`src/design/mlse_pkg.sv`:
```
`timescale 1ns / 1ps

package mlse_pkg;

    // Item kinds on the input side
    typedef enum logic [1:0] {
        OP_START = 2'd0,
        OP_EXEC  = 2'd1,
        OP_READ  = 2'd2,
        OP_WRITE = 2'd3
    } t_op;

    // Block status codes
    typedef enum logic [2:0] {
        ST_RUN = 3'd0,
        ST_RTS = 3'd1,
        ST_BAD = 3'd2,
        ST_OUT = 3'd3,
        ST_END = 3'd4,
        ST_CAP = 3'd5
    } t_status;

    // Number of data registers, fixed by the 3-bit register fields of the opcodes
    localparam int NUM_DATA_REGS = 8;

    // Configuration register indexes
    localparam logic [1:0] CFG_ENTRY = 2'd0;
    localparam logic [1:0] CFG_LEN   = 2'd1;
    localparam logic [1:0] CFG_LIMIT = 2'd2;

    localparam logic [19:0] STEP_LIMIT_RST = 20'd100000;

    // Condition code bit positions
    localparam int CC_X = 4;
    localparam int CC_N = 3;
    localparam int CC_Z = 2;
    localparam int CC_V = 1;
    localparam int CC_C = 0;

    // Opcode masks and match patterns
    localparam logic [15:0] MOVEQ_MASK = 16'hF100;
    localparam logic [15:0] MOVEQ_PAT  = 16'h7000;
    localparam logic [15:0] SUBQ_MASK  = 16'hF1F8;
    localparam logic [15:0] SUBQ_PAT   = 16'h5180;
    localparam logic [15:0] ADD_MASK   = 16'hF1F8;
    localparam logic [15:0] ADD_PAT    = 16'hD080;
    localparam logic [15:0] BNE_MASK   = 16'hFF00;
    localparam logic [15:0] BNE_PAT    = 16'h6600;
    localparam logic [15:0] RTS_WORD   = 16'h4E75;

    // Register select value for the condition codes
    localparam logic [3:0] SEL_CCR = 4'd8;

    // Outcome of one executed opcode word
    typedef struct packed {
        logic          reg_we;
        logic [2:0]    reg_idx;
        logic [31:0]   reg_val;
        logic [4:0]    ccr;
        t_status       stop;
        logic          pass_inc;
        logic [15:0]   offset;
        logic [31:0]   pc;
    } t_exec_res;

endpackage

```
`src/design/mlse_alu.sv`:
```
`timescale 1ns / 1ps

// Decodes one opcode word and works out register, flag and fetch updates.
module mlse_alu (
    input  logic [15:0]            i_word,
    input  logic [31:0]            i_val_hi,   // register at word bits 11:9
    input  logic [31:0]            i_val_lo,   // register at word bits 2:0
    input  logic [4:0]             i_ccr,
    input  logic [15:0]            i_offset,
    input  logic [31:0]            i_pc,
    input  logic [31:0]            i_entry,
    input  logic [15:0]            i_code_len,
    output mlse_pkg::t_exec_res    o_res
);

    logic [31:0] moveq_val;
    logic [31:0] subq_src;
    logic [32:0] sub_full;
    logic [32:0] add_full;
    logic [31:0] sub_res;
    logic [31:0] add_res;
    logic [17:0] br_tgt;
    logic        br_out;
    logic [15:0] seq_offset;

    function automatic logic [4:0] nz_bits(input logic [31:0] v);
        logic [4:0] f;
        f = '0;
        f[mlse_pkg::CC_N] = v[31];
        f[mlse_pkg::CC_Z] = (v == 32'd0);
        return f;
    endfunction

    // Datapath for each instruction
    assign moveq_val = {{24{i_word[7]}}, i_word[7:0]};
    assign subq_src  = (i_word[11:9] == 3'd0) ? 32'd8 : {29'd0, i_word[11:9]};
    assign sub_full  = {1'b0, i_val_lo} - {1'b0, subq_src};
    assign sub_res   = sub_full[31:0];
    assign add_full  = {1'b0, i_val_hi} + {1'b0, i_val_lo};
    assign add_res   = add_full[31:0];

    // Branch target relative to the word after the bne
    assign br_tgt = {2'b00, i_offset} + 18'd2 + {{10{i_word[7]}}, i_word[7:0]};
    assign br_out = br_tgt[17] || (br_tgt[16:0] >= {1'b0, i_code_len});

    assign seq_offset = i_offset + 16'd2;

    always_comb begin
        o_res          = '0;
        o_res.ccr      = i_ccr;
        o_res.stop     = mlse_pkg::ST_RUN;
        o_res.offset   = seq_offset;
        o_res.pc       = i_pc + 32'd2;
        o_res.reg_idx  = i_word[11:9];
        if ((i_word & mlse_pkg::MOVEQ_MASK) == mlse_pkg::MOVEQ_PAT) begin
            o_res.reg_we  = 1'b1;
            o_res.reg_val = moveq_val;
            o_res.ccr     = nz_bits(moveq_val);
            o_res.ccr[mlse_pkg::CC_X] = i_ccr[mlse_pkg::CC_X];
        end else if ((i_word & mlse_pkg::SUBQ_MASK) == mlse_pkg::SUBQ_PAT) begin
            o_res.reg_we  = 1'b1;
            o_res.reg_idx = i_word[2:0];
            o_res.reg_val = sub_res;
            o_res.ccr     = nz_bits(sub_res);
            o_res.ccr[mlse_pkg::CC_C] = sub_full[32];
            o_res.ccr[mlse_pkg::CC_X] = sub_full[32];
            o_res.ccr[mlse_pkg::CC_V] = (i_val_lo[31] ^ subq_src[31])
                                        & (i_val_lo[31] ^ sub_res[31]);
        end else if ((i_word & mlse_pkg::ADD_MASK) == mlse_pkg::ADD_PAT) begin
            o_res.reg_we  = 1'b1;
            o_res.reg_val = add_res;
            o_res.ccr     = nz_bits(add_res);
            o_res.ccr[mlse_pkg::CC_C] = add_full[32];
            o_res.ccr[mlse_pkg::CC_X] = add_full[32];
            o_res.ccr[mlse_pkg::CC_V] = ~(i_val_hi[31] ^ i_val_lo[31])
                                        & (i_val_hi[31] ^ add_res[31]);
        end else if ((i_word & mlse_pkg::BNE_MASK) == mlse_pkg::BNE_PAT) begin
            o_res.pass_inc = 1'b1;
            if (!i_ccr[mlse_pkg::CC_Z]) begin
                if (br_out) begin
                    o_res.stop   = mlse_pkg::ST_OUT;
                    o_res.offset = i_offset;
                    o_res.pc     = i_pc;
                end else begin
                    o_res.offset = br_tgt[15:0];
                    o_res.pc     = i_entry + {16'd0, br_tgt[15:0]};
                end
            end
        end else if (i_word == mlse_pkg::RTS_WORD) begin
            o_res.stop   = mlse_pkg::ST_RTS;
            o_res.offset = i_offset;
            o_res.pc     = i_pc;
        end else begin
            o_res.stop   = mlse_pkg::ST_BAD;
            o_res.offset = i_offset;
            o_res.pc     = i_pc;
        end
    end

endmodule

```
`src/design/m68k_loop_subset_executor_top.sv`:
```
`timescale 1ns / 1ps

// Executes a small 68000 integer subset, one opcode word per input word.
// Input channel s_axis: tuser carries the item kind (start block, execute
// word, read register, write register); tdata carries the opcode word, the
// register select and the write value. Each input word yields exactly one
// output word on m_axis with the block status, next fetch offset, program
// counter, bne pass count, rts flag and read value. The caller fetches the
// opcode word at the reported offset and sends it back as the next item.
// The result is registered: it is in the output register the cycle
// after acceptance. Throughput is one word per cycle while not stalled; decode, the 32-bit
// add/subtract and the status checks sit between the architectural state
// and the output register. When the receiver stalls, the output register
// holds and s_axis_tready drops until the result is taken; a new word is
// accepted in the same cycle the held one leaves. Reset clears the data
// registers, condition codes, program counter, offset and counters, sets
// entry address and code length to zero and the step limit to 100000.
// Configuration writes on i_cfg_* land at once; issue them only when no word is in flight.
module m68k_loop_subset_executor_top (
    input  logic          i_clk,
    input  logic          i_rst_n,
    input  logic          s_axis_tvalid,
    output logic          s_axis_tready,
    // [15:0] opcode_word, [19:16] reg_select, [51:20] write_value, rest zero
    input  logic [55:0]   s_axis_tdata,
    // [1:0] op
    input  logic [1:0]    s_axis_tuser,
    output logic          m_axis_tvalid,
    input  logic          m_axis_tready,
    // [15:0] next_offset, [47:16] program_counter, [67:48] loop_passes,
    // [99:68] read_value, rest zero
    output logic [103:0]  m_axis_tdata,
    // [2:0] status, [3] rts flag
    output logic [3:0]    m_axis_tuser,
    input  logic          i_cfg_we,
    input  logic [1:0]    i_cfg_addr,
    input  logic [31:0]   i_cfg_data
);

    localparam int IDX_W = $clog2(mlse_pkg::NUM_DATA_REGS);

    // Configuration
    logic [31:0] r_entry;
    logic [15:0] r_code_len;
    logic [19:0] r_step_limit;

    // Architectural state
    logic [31:0]        r_dreg [mlse_pkg::NUM_DATA_REGS];
    logic [4:0]         r_ccr,    n_ccr;
    logic [31:0]        r_pc,     n_pc;
    logic [15:0]        r_offset, n_offset;
    logic [19:0]        r_steps,  n_steps;
    logic [19:0]        r_passes, n_passes;
    mlse_pkg::t_status  r_halt,   n_halt;

    // Output register
    logic               r_out_valid;
    logic [103:0]       r_out_data;
    logic [3:0]         r_out_user;

    logic               accept;
    mlse_pkg::t_op      in_op;
    logic [15:0]        in_word;
    logic [3:0]         in_sel;
    logic [31:0]        in_wval;
    logic [31:0]        n_rval;
    logic               n_reg_we;
    logic [IDX_W-1:0]   n_reg_idx;
    logic [31:0]        n_reg_val;
    mlse_pkg::t_status  pre_halt;
    logic [IDX_W-1:0]   port_a_idx;
    logic [31:0]        port_a_val;
    logic [31:0]        port_b_val;
    mlse_pkg::t_exec_res exec_res;

    assign in_op   = mlse_pkg::t_op'(s_axis_tuser);
    assign in_word = s_axis_tdata[15:0];
    assign in_sel  = s_axis_tdata[19:16];
    assign in_wval = s_axis_tdata[51:20];

    assign s_axis_tready = !r_out_valid || m_axis_tready;
    assign accept        = s_axis_tvalid && s_axis_tready;

    // Status check run after start, before and after each executed word
    function automatic mlse_pkg::t_status settle(
        input mlse_pkg::t_status st,
        input logic [15:0]       off,
        input logic [19:0]       steps,
        input logic [15:0]       len,
        input logic [19:0]       limit
    );
        mlse_pkg::t_status r;
        r = st;
        if (st == mlse_pkg::ST_RUN) begin
            if (({1'b0, off} + 17'd2) > {1'b0, len}) begin
                r = mlse_pkg::ST_END;
            end else if (steps >= limit) begin
                r = mlse_pkg::ST_CAP;
            end
        end
        return r;
    endfunction

    // Register file read ports: A serves reads and bits 11:9, B bits 2:0
    assign port_a_idx = (in_op == mlse_pkg::OP_READ) ? in_sel[IDX_W-1:0]
                                                     : in_word[11:9];
    assign port_a_val = r_dreg[port_a_idx];
    assign port_b_val = r_dreg[in_word[IDX_W-1:0]];

    assign pre_halt = settle(r_halt, r_offset, r_steps, r_code_len, r_step_limit);

    mlse_alu u_alu (
        .i_word     (in_word),
        .i_val_hi   (port_a_val),
        .i_val_lo   (port_b_val),
        .i_ccr      (r_ccr),
        .i_offset   (r_offset),
        .i_pc       (r_pc),
        .i_entry    (r_entry),
        .i_code_len (r_code_len),
        .o_res      (exec_res)
    );

    // Next state and result for the current input word
    always_comb begin
        n_ccr     = r_ccr;
        n_pc      = r_pc;
        n_offset  = r_offset;
        n_steps   = r_steps;
        n_passes  = r_passes;
        n_halt    = r_halt;
        n_rval    = 32'd0;
        n_reg_we  = 1'b0;
        n_reg_idx = in_sel[IDX_W-1:0];
        n_reg_val = in_wval;
        case (in_op)
            mlse_pkg::OP_START: begin
                n_offset = 16'd0;
                n_pc     = r_entry;
                n_steps  = 20'd0;
                n_passes = 20'd0;
                n_halt   = settle(mlse_pkg::ST_RUN, 16'd0, 20'd0,
                                  r_code_len, r_step_limit);
            end
            mlse_pkg::OP_EXEC: begin
                n_halt = pre_halt;
                if (pre_halt == mlse_pkg::ST_RUN) begin
                    n_steps   = r_steps + 20'd1;
                    n_reg_we  = exec_res.reg_we;
                    n_reg_idx = exec_res.reg_idx;
                    n_reg_val = exec_res.reg_val;
                    n_ccr     = exec_res.ccr;
                    n_offset  = exec_res.offset;
                    n_pc      = exec_res.pc;
                    n_passes  = r_passes + {19'd0, exec_res.pass_inc};
                    n_halt    = settle(exec_res.stop, exec_res.offset, n_steps,
                                       r_code_len, r_step_limit);
                end
            end
            mlse_pkg::OP_READ: begin
                if (in_sel < 4'(mlse_pkg::NUM_DATA_REGS)) begin
                    n_rval = port_a_val;
                end else if (in_sel == mlse_pkg::SEL_CCR) begin
                    n_rval = {27'd0, r_ccr};
                end
            end
            mlse_pkg::OP_WRITE: begin
                if (in_sel < 4'(mlse_pkg::NUM_DATA_REGS)) begin
                    n_reg_we = 1'b1;
                end else if (in_sel == mlse_pkg::SEL_CCR) begin
                    n_ccr = in_wval[4:0];
                end
            end
            default: begin
                n_halt = r_halt;
            end
        endcase
    end

    // Configuration registers
    always_ff @(posedge i_clk) begin
        if (!i_rst_n) begin
            r_entry      <= 32'd0;
            r_code_len   <= 16'd0;
            r_step_limit <= mlse_pkg::STEP_LIMIT_RST;
        end else if (i_cfg_we) begin
            case (i_cfg_addr)
                mlse_pkg::CFG_ENTRY: r_entry      <= i_cfg_data;
                mlse_pkg::CFG_LEN:   r_code_len   <= i_cfg_data[15:0];
                mlse_pkg::CFG_LIMIT: r_step_limit <= i_cfg_data[19:0];
                default: begin
                    r_entry <= r_entry;
                end
            endcase
        end
    end

    // Data registers
    always_ff @(posedge i_clk) begin
        if (!i_rst_n) begin
            for (int i = 0; i < mlse_pkg::NUM_DATA_REGS; i++) begin
                r_dreg[i] <= 32'd0;
            end
        end else if (accept && n_reg_we) begin
            r_dreg[n_reg_idx] <= n_reg_val;
        end
    end

    // Control state
    always_ff @(posedge i_clk) begin
        if (!i_rst_n) begin
            r_ccr    <= 5'd0;
            r_pc     <= 32'd0;
            r_offset <= 16'd0;
            r_steps  <= 20'd0;
            r_passes <= 20'd0;
            r_halt   <= mlse_pkg::ST_RUN;
        end else if (accept) begin
            r_ccr    <= n_ccr;
            r_pc     <= n_pc;
            r_offset <= n_offset;
            r_steps  <= n_steps;
            r_passes <= n_passes;
            r_halt   <= n_halt;
        end
    end

    // Output word register
    always_ff @(posedge i_clk) begin
        if (!i_rst_n) begin
            r_out_valid <= 1'b0;
        end else if (accept) begin
            r_out_valid <= 1'b1;
        end else if (m_axis_tready) begin
            r_out_valid <= 1'b0;
        end
    end

    always_ff @(posedge i_clk) begin
        if (accept) begin
            r_out_data <= {4'd0, n_rval, n_passes, n_pc, n_offset};
            r_out_user <= {(n_halt == mlse_pkg::ST_RTS), 3'(n_halt)};
        end
    end

    assign m_axis_tvalid = r_out_valid;
    assign m_axis_tdata  = r_out_data;
    assign m_axis_tuser  = r_out_user;

endmodule
```
`config.mk`:
```
export PLATFORM = sky130hd
export DESIGN_NAME = m68k_loop_subset_executor_top
export DESIGN_NICKNAME = d
export VERILOG_FILES = /design/src/design/mlse_pkg.sv /design/src/design/mlse_alu.sv /design/src/design/m68k_loop_subset_executor_top.sv
export SDC_FILE = /design/constraint.sdc
export NUM_CORES = 2
export LEC_CHECK = 0
export BUFFER_PORTS_ARGS = -buffer_cell sky130_fd_sc_hd__buf_2
export CORE_ASPECT_RATIO = 0.75
export CORE_MARGIN = 1.5
export CORE_UTILIZATION = 60
export DETAILED_ROUTE_END_ITERATION = 12
export HOLD_SLACK_MARGIN = 0.06
export MAX_ROUTING_LAYER = met4
export PLACE_DENSITY = 0.77
export SYNTH_ARGS = -nofsm -noshare
export SYNTH_HDL_FRONTEND = slang
export SYNTH_SLANG_ARGS = --single-unit
export TNS_END_PERCENT = 20
```
`constraint.sdc`:
```
create_clock -name i_clk -period 28.7 [get_ports i_clk]
set_input_delay 4.305 -clock i_clk [delete_from_list [all_inputs] [get_ports i_clk]]
set_output_delay 4.305 -clock i_clk [all_outputs]
set_load 0.01 [all_outputs]
```
## Word level (Yosys, flattened, before mapping)

Memory sizes are Yosys's and may differ from the RTL's.
Cells that the tools add are included.

| word-level totals | value |
|---|---|
| register bits | 269 |
| bits in writable memories | 256 |
| input bits | 97 |
| output and inout port bits | 110 |
| word-level logic and storage cells | 144 |
| memories | 1 |

Memories:

| memory | depth | width | read ports | clocked after Yosys merged registers in | write ports | line | RTL |
|---|---|---|---|---|---|---|---|
| r_dreg | 8 | 32 | 2 | 0 | 8 | m68k_loop_subset_executor_top.sv:48 | `logic [31:0] r_dreg [mlse_pkg::NUM_DATA_REGS];` |

| cells by class | value |
|---|---|
| add/sub/neg operators | 11 |
| $lt $le $gt $ge | 8 |
| eq/ne operators | 18 |
| muxes and demuxes | 61 |
| bitwise gates (word level) | 7 |
| reduce and logical (&&, ||, !) cells | 24 |

Operators by type and width:

| cell | count |
|---|---|
| 32-bit 2-to-1 mux | 5 |
| 52-bit 2-to-1 mux | 3 |
| 48-bit 2-to-1 mux | 3 |
| 37-bit 2-to-1 mux | 3 |
| 32-bit logical NOT | 3 |
| 20-bit one-hot mux with 2 select lines | 2 |
| 32-bit one-hot mux with 2 select lines | 1 |
| 16-bit by 2-bit adder with 17-bit output (second input constant) | 3 |
| 3-bit 2-to-1 mux | 17 |
| 20-bit >= comparator | 2 |
| 20-bit 2-to-1 mux | 2 |
| 17-bit by 16-bit > comparator with 1-bit output | 2 |
| 32-bit by 32-bit adder with 33-bit output | 1 |
| 32-bit by 32-bit subtractor with 33-bit output | 1 |
| 32-bit by 16-bit adder with 32-bit output | 1 |
| 32-bit by 2-bit adder with 32-bit output (second input constant) | 1 |
| 16-bit one-hot mux with 2 select lines | 1 |
| 32-bit OR reduction | 1 |
| 20-bit by 1-bit adder with 20-bit output | 1 |
| 20-bit by 1-bit adder with 20-bit output (second input constant) | 1 |
| 1-bit by 20-bit >= comparator with 1-bit output (first input constant) | 1 |
| 5-bit 2-to-1 mux | 4 |
| 18-bit adder | 1 |
| 17-bit by 16-bit >= comparator with 1-bit output | 1 |
| 36 further kinds | 68 |

## Depth between registers and ports, before layout

| logic depth | value |
|---|---|
| depth after elaboration | 17 |
| depth in mapped cells | 39 |
| gate-level depth less buffers | 37 |

## Hierarchy

From an unflattened synthesis, not the netlist that was laid out.

| unflattened totals | value |
|---|---|
| cells, all modules | 3,434 |
| area total of the unflattened synthesis | 34,201.6 sq um |

By module, submodules not included:

| module | times used | cells an instance | area each (sq um) |
|---|---|---|---|
| m68k_loop_subset_executor_top | 1 | 2,315 | 26,729.4 |
| mlse_alu | 1 | 1,119 | 7,472.2 |

## Worst setup path after synthesis

Ideal clock, no wire load.

| timing path | value |
|---|---|
| path type | in2reg |
| from | input s_axis_tdata[1] |
| to | register r_out_user[3], in the netlist m_axis_tuser[3] (data pin) |
| library setup time | 0.175 ns |
| arrival | 11.871 ns |
| path slack | 16.653 ns |
| cell stages on the path | 35 |
| path through | buf_1 buf_2 buf_2 buf_2 buf_1 buf_1 inv_1 fa_1 nor2b_1 o31a_1 o21ai_0 a21oi_1 nor2_1 xnor2_1 ha_1 a211o_1 nor3_1 and3_1 nand2b_1 buf_1 nand3_1 a211oi_1 ha_1 and3_1 nand2_1 xnor2_1 ha_1 a2111oi_0 and3_1 or3_1 a31oi_1 nand3b_1 a311o_1 a21o_1 nor4bb_1 |

| between the ends | value |
|---|---|
| word-level cells in the longest chain between the ends | 16 |
| elaborated cells on any way between the ends | 23 |
| those cells by class | 2 x add/sub; 2 x order compare; 2 x eq/ne; 15 x mux; 2 x reduce/logical |

Ends and longest elaborated chain:

| element | line | RTL |
|---|---|---|
| start, declared | m68k_loop_subset_executor_top.sv:25 | `input logic [55:0] s_axis_tdata,` |
| 18-bit adder | mlse_alu.sv:43 | `assign br_tgt = {2'b00, i_offset} + 18'd2 + {{10{i_word[7]}}, i_word[7:0]};` |
| 17-bit by 16-bit >= comparator with 1-bit output | mlse_alu.sv:44 | `assign br_out = br_tgt[17] \|\| (br_tgt[16:0] >= {1'b0, i_code_len});` |
| 1-bit logical OR | mlse_alu.sv:44 |  |
| 48-bit 2-to-1 mux | mlse_alu.sv:80 | `if (br_out) begin` |
| 48-bit 2-to-1 mux | mlse_alu.sv:79 | `if (!i_ccr[mlse_pkg::CC_Z]) begin` |
| 48-bit 2-to-1 mux | mlse_alu.sv:77 | `end else if ((i_word & mlse_pkg::BNE_MASK) == mlse_pkg::BNE_PAT) begin` |
| 52-bit 2-to-1 mux (*) | mlse_alu.sv:69 | `end else if ((i_word & mlse_pkg::ADD_MASK) == mlse_pkg::ADD_PAT) begin` |
| 52-bit 2-to-1 mux (*) | mlse_alu.sv:60 | `end else if ((i_word & mlse_pkg::SUBQ_MASK) == mlse_pkg::SUBQ_PAT) begin` |
| 52-bit 2-to-1 mux (*) | mlse_alu.sv:55 | `if ((i_word & mlse_pkg::MOVEQ_MASK) == mlse_pkg::MOVEQ_PAT) begin` |
| 16-bit by 2-bit adder with 17-bit output | m68k_loop_subset_executor_top.sv:95 | `if (({1'b0, off} + 17'd2) > {1'b0, len}) begin` |
| 17-bit by 16-bit > comparator with 1-bit output | m68k_loop_subset_executor_top.sv:95 |  |
| 3-bit 2-to-1 mux | m68k_loop_subset_executor_top.sv:95 |  |
| 3-bit 2-to-1 mux (*) | m68k_loop_subset_executor_top.sv:94 | `if (st == mlse_pkg::ST_RUN) begin` |
| 3-bit 2-to-1 mux (*) | m68k_loop_subset_executor_top.sv:147 | `if (pre_halt == mlse_pkg::ST_RUN) begin` |
| 3-bit one-hot mux with 2 select lines (*) | m68k_loop_subset_executor_top.sv:136 | `case (in_op)` |
| 3-bit by 1-bit equality test with 1-bit output (*) | m68k_loop_subset_executor_top.sv:242 | `r_out_user <= {(n_halt == mlse_pkg::ST_RTS), 3'(n_halt)};` |
| end signal, assigned | m68k_loop_subset_executor_top.sv:242 |  |
| end, declared | m68k_loop_subset_executor_top.sv:59 | `logic [3:0] r_out_user;` |

Mark *: on every way between the ends. The rest lies on a longest branch, timed or not.
A chain may end at the register's enable or synchronous reset.

## Worst setup path after layout

| timing path | value |
|---|---|
| from | input s_axis_tdata[0] |
| to | register r_out_user[3], in the netlist m_axis_tuser[3] (data pin) |

The elaborated chain is that of the path after synthesis.

==> run metrics <==
Netlist cell types 104; residual DRC count 0; Setup CP Type primary input to register; DR WL/cell around 25 um; clock power share between 30% and 40%; #FFs+latches synth about 530; Net Sw Frac 30.06%; post-route ant nets 0; final clock skew about 43 ps; Final GP Congestion between 1 and 1.5; first-pass GRT wire length around 170,000 um; die height between 200 and 250 um; final hold viol count 0; worst hold path type register to register; Reg2Reg Depth 35; Final Cycle Share 44.32%; largest net degree at the start of global routing 70; Pre-antenna DRT Iters 8; Initial Util 60.55%; CTS resizes 0; Logic pwr share roughly 20%; fraction of layout instances using a drive strength above 1 about 15%; outcome completed; Worst-Margin Slew roughly 1300 ps; post-route insts no fill between 4,000 and 5,000; initial drt markers ~4,800; DP Cell Count about 4,400; CTS max path bufs 3; CP Capture Type register; Yosys top cell area share 31.19%; slowest stage delay, CP about 700 ps; P_int 1.364 mW; root buffer cell clkbuf_16; launch point of the worst path s_axis_tdata[0]; Die W 280.5 um; top_reg_cell synth edfxtp_1; CTS tree built; vias in the first global route 27,736; Slowest-stage cell, CP a211oi_1; Skew-Pair Late Insertion Delay ~650 ps; CP endpoint m_axis_tuser[3]; fraction of registers with async set or reset after synthesis 0%; pwr dens slightly above 50 nW/um^2; Yosys top cell by area edfxtp_1; Max-Cap Viols 0; Final setup viols 0; Mean Syn Cell Area around 9.7 sq um; NetSw 0.5865 mW; number of cell rows 76; Tot Pwr between 1.5 and 2 mW; Post-synth EDFFs 360; area delta synth->final 9.455%; Tmin final ~13,000 ps; Reg clk slew, reported paths approximately 70 ps; maximum VDD drop between 0.05 and 0.06 mV; Top delay family on crit path simple AND/OR/NAND/NOR gates; LEAKAGE ~15 nW; clock sinks 525; htree depth 2; setup ws final 15,980 ps; PortBufs roughly 200; All-Layer GR Usage 38.67%; max-slew violation count 0; pre-CTS WS around 16,000 ps; post-DP HPWL roughly 77,000 um; core box area 57,240 sq um; Worst path depth 32; R2R Path Start r_offset[1]; Critical R2R Capture m_axis_tuser[3]; initial antenna violation count 13; drt total wl 112,900 um; crit path buf inv count 2; reg2reg setup slack 18,680 ps; crit-path max FO 37; sequential cell area fraction in the yosys report approximately two fifths; Vias/cell 6.834; most frequent cell after synthesis nor2_1; CP required between 20,000 and 30,000 ps; final setup TNS 0 ps; Flop pwr share a little over two fifths; Mapped Cells about 3,600; io pins around 210; Max Fclk between 0.07 and 0.08 GHz; final net count roughly 3,900; Max-Slew Margin vs Limit 12.92%; GR Overflow Total 0; TritonCTS Buffers between 50 and 60; die area just under 60,000 sq um; RSZ-0062 raised after global routing no; Startpoint Class primary input; Yosys Warn Count 0; # Post-CTS Setup Buffers 0; CP arrival around 13,000 ps; largest cells by area after synthesis edfxtp_1, dfxtp_1, mux4_2, ha_1, nor2_1; commonest cells in the netlist nor2_1, edfxtp_1, nand2_1, a21oi_1, clkbuf_1; CTS Hold Bufs 0; mapped cell area around 35,000 sq um; Vias between 30,000 and 40,000
## flip-flops by register name (all words and copies together), names as in the netlist, 20 cells and up
register	flops
r_dreg	256
m_axis_tdata	100
r_entry	32
r_pc	32
r_passes	20
r_step_limit	20
r_steps	20
## how the worst min path moves through the flow
stage	endpoint	slack, ps	cells past startpoint	startpoint
floorplan	r_ccr[4]	430	2	r_ccr[4]
detailed placement	r_code_len[5]	470	2	r_code_len[5]
global placement	r_pc[0]	460	2	r_pc[0]
finish	r_code_len[5]	470	2	r_code_len[5]
global route	r_step_limit[1]	500	2	r_step_limit[1]
CTS	r_code_len[6]	470	2	r_code_len[6]
## stage by stage
step	hold slack, ps	utilization, %	cell area [sq um]
CTS	474.6	66.21	37900
finish	474.5	66.27	37940
global route	500.7	66.27	37930
global placement	458.2	63.28	36220
floorplan	431.3	-	34670
detailed placement	466.4	63.28	36220
## worst register-to-register path: cells and delay by family, from the launching register on
kind	cells	cell delay [ps]
AOI/OAI and AO/OA	10	2520
xor gates and xnor gates	3	900
adders and majority gates	4	1410
buffers and inverters	1	160
DFF	1	680
and+or+nand+nor	17	4140
## area by class of cell
cell class	instances	area [sq um]
Antenna cell	14	35.03
Clock buffer	59	1316
Clock inverter	32	362.8
Fill cell	4626	19310
Inverter	97	371.6
Multi-Input combinational cell	2738	19350
Sequential cell	525	14110
Tap cell	780	975.9
Timing Repair Buffer	253	1406
## placed cells by master (no fill, tap or decap), types with 81 or more instances in the layout
master    count
nor2_1      485
edfxtp_1    360
nand2_1     329
a21oi_1     272
buf_2       197
o21ai_0     171
ha_1        169
dfxtp_1     164
mux4_2      119
xnor2_1      95
inv_1        92
nor3_1       81
## kinds of logic after synthesis
family / Yosys count / synth area share (%)
buf+inv: 330 / 3.794
simple gates: 1307 / 17.63
xor+xnor: 157 / 3.989
other cells: 1 / 0.01082
flops: 525 / 40.72
fa+ha+maj: 173 / 6.332
compound gates: 886 / 16.47
mux: 211 / 11.05
## routing by layer
layer	vias up	share of wire, %	track usage [%]
li1	13577	-	-
met1	14559	41	56.56
met3	295	15	11.70
met5	-	0	-
met2	2309	40	50.88
met4	0	3.3	12.00
## power by group through the flow
| stage | sequential, mW | clock (mW) | combinational, mW |
|---|---|---|---|
| 6_report | 0.858 | 0.696 | 0.397 |
| 5_1_grt | 0.860 | 0.725 | 0.422 |
| 4_1_cts | 0.856 | 0.698 | 0.384 |
| 3_5_place_dp | 0.873 | 0 | 0.381 |
| 3_3_place_gp | 0.871 | 0 | 0.377 |
| 2_1_floorplan | 0.870 | 0 | 0.260 |
Note: power is estimated with default switching activity, not from simulation.
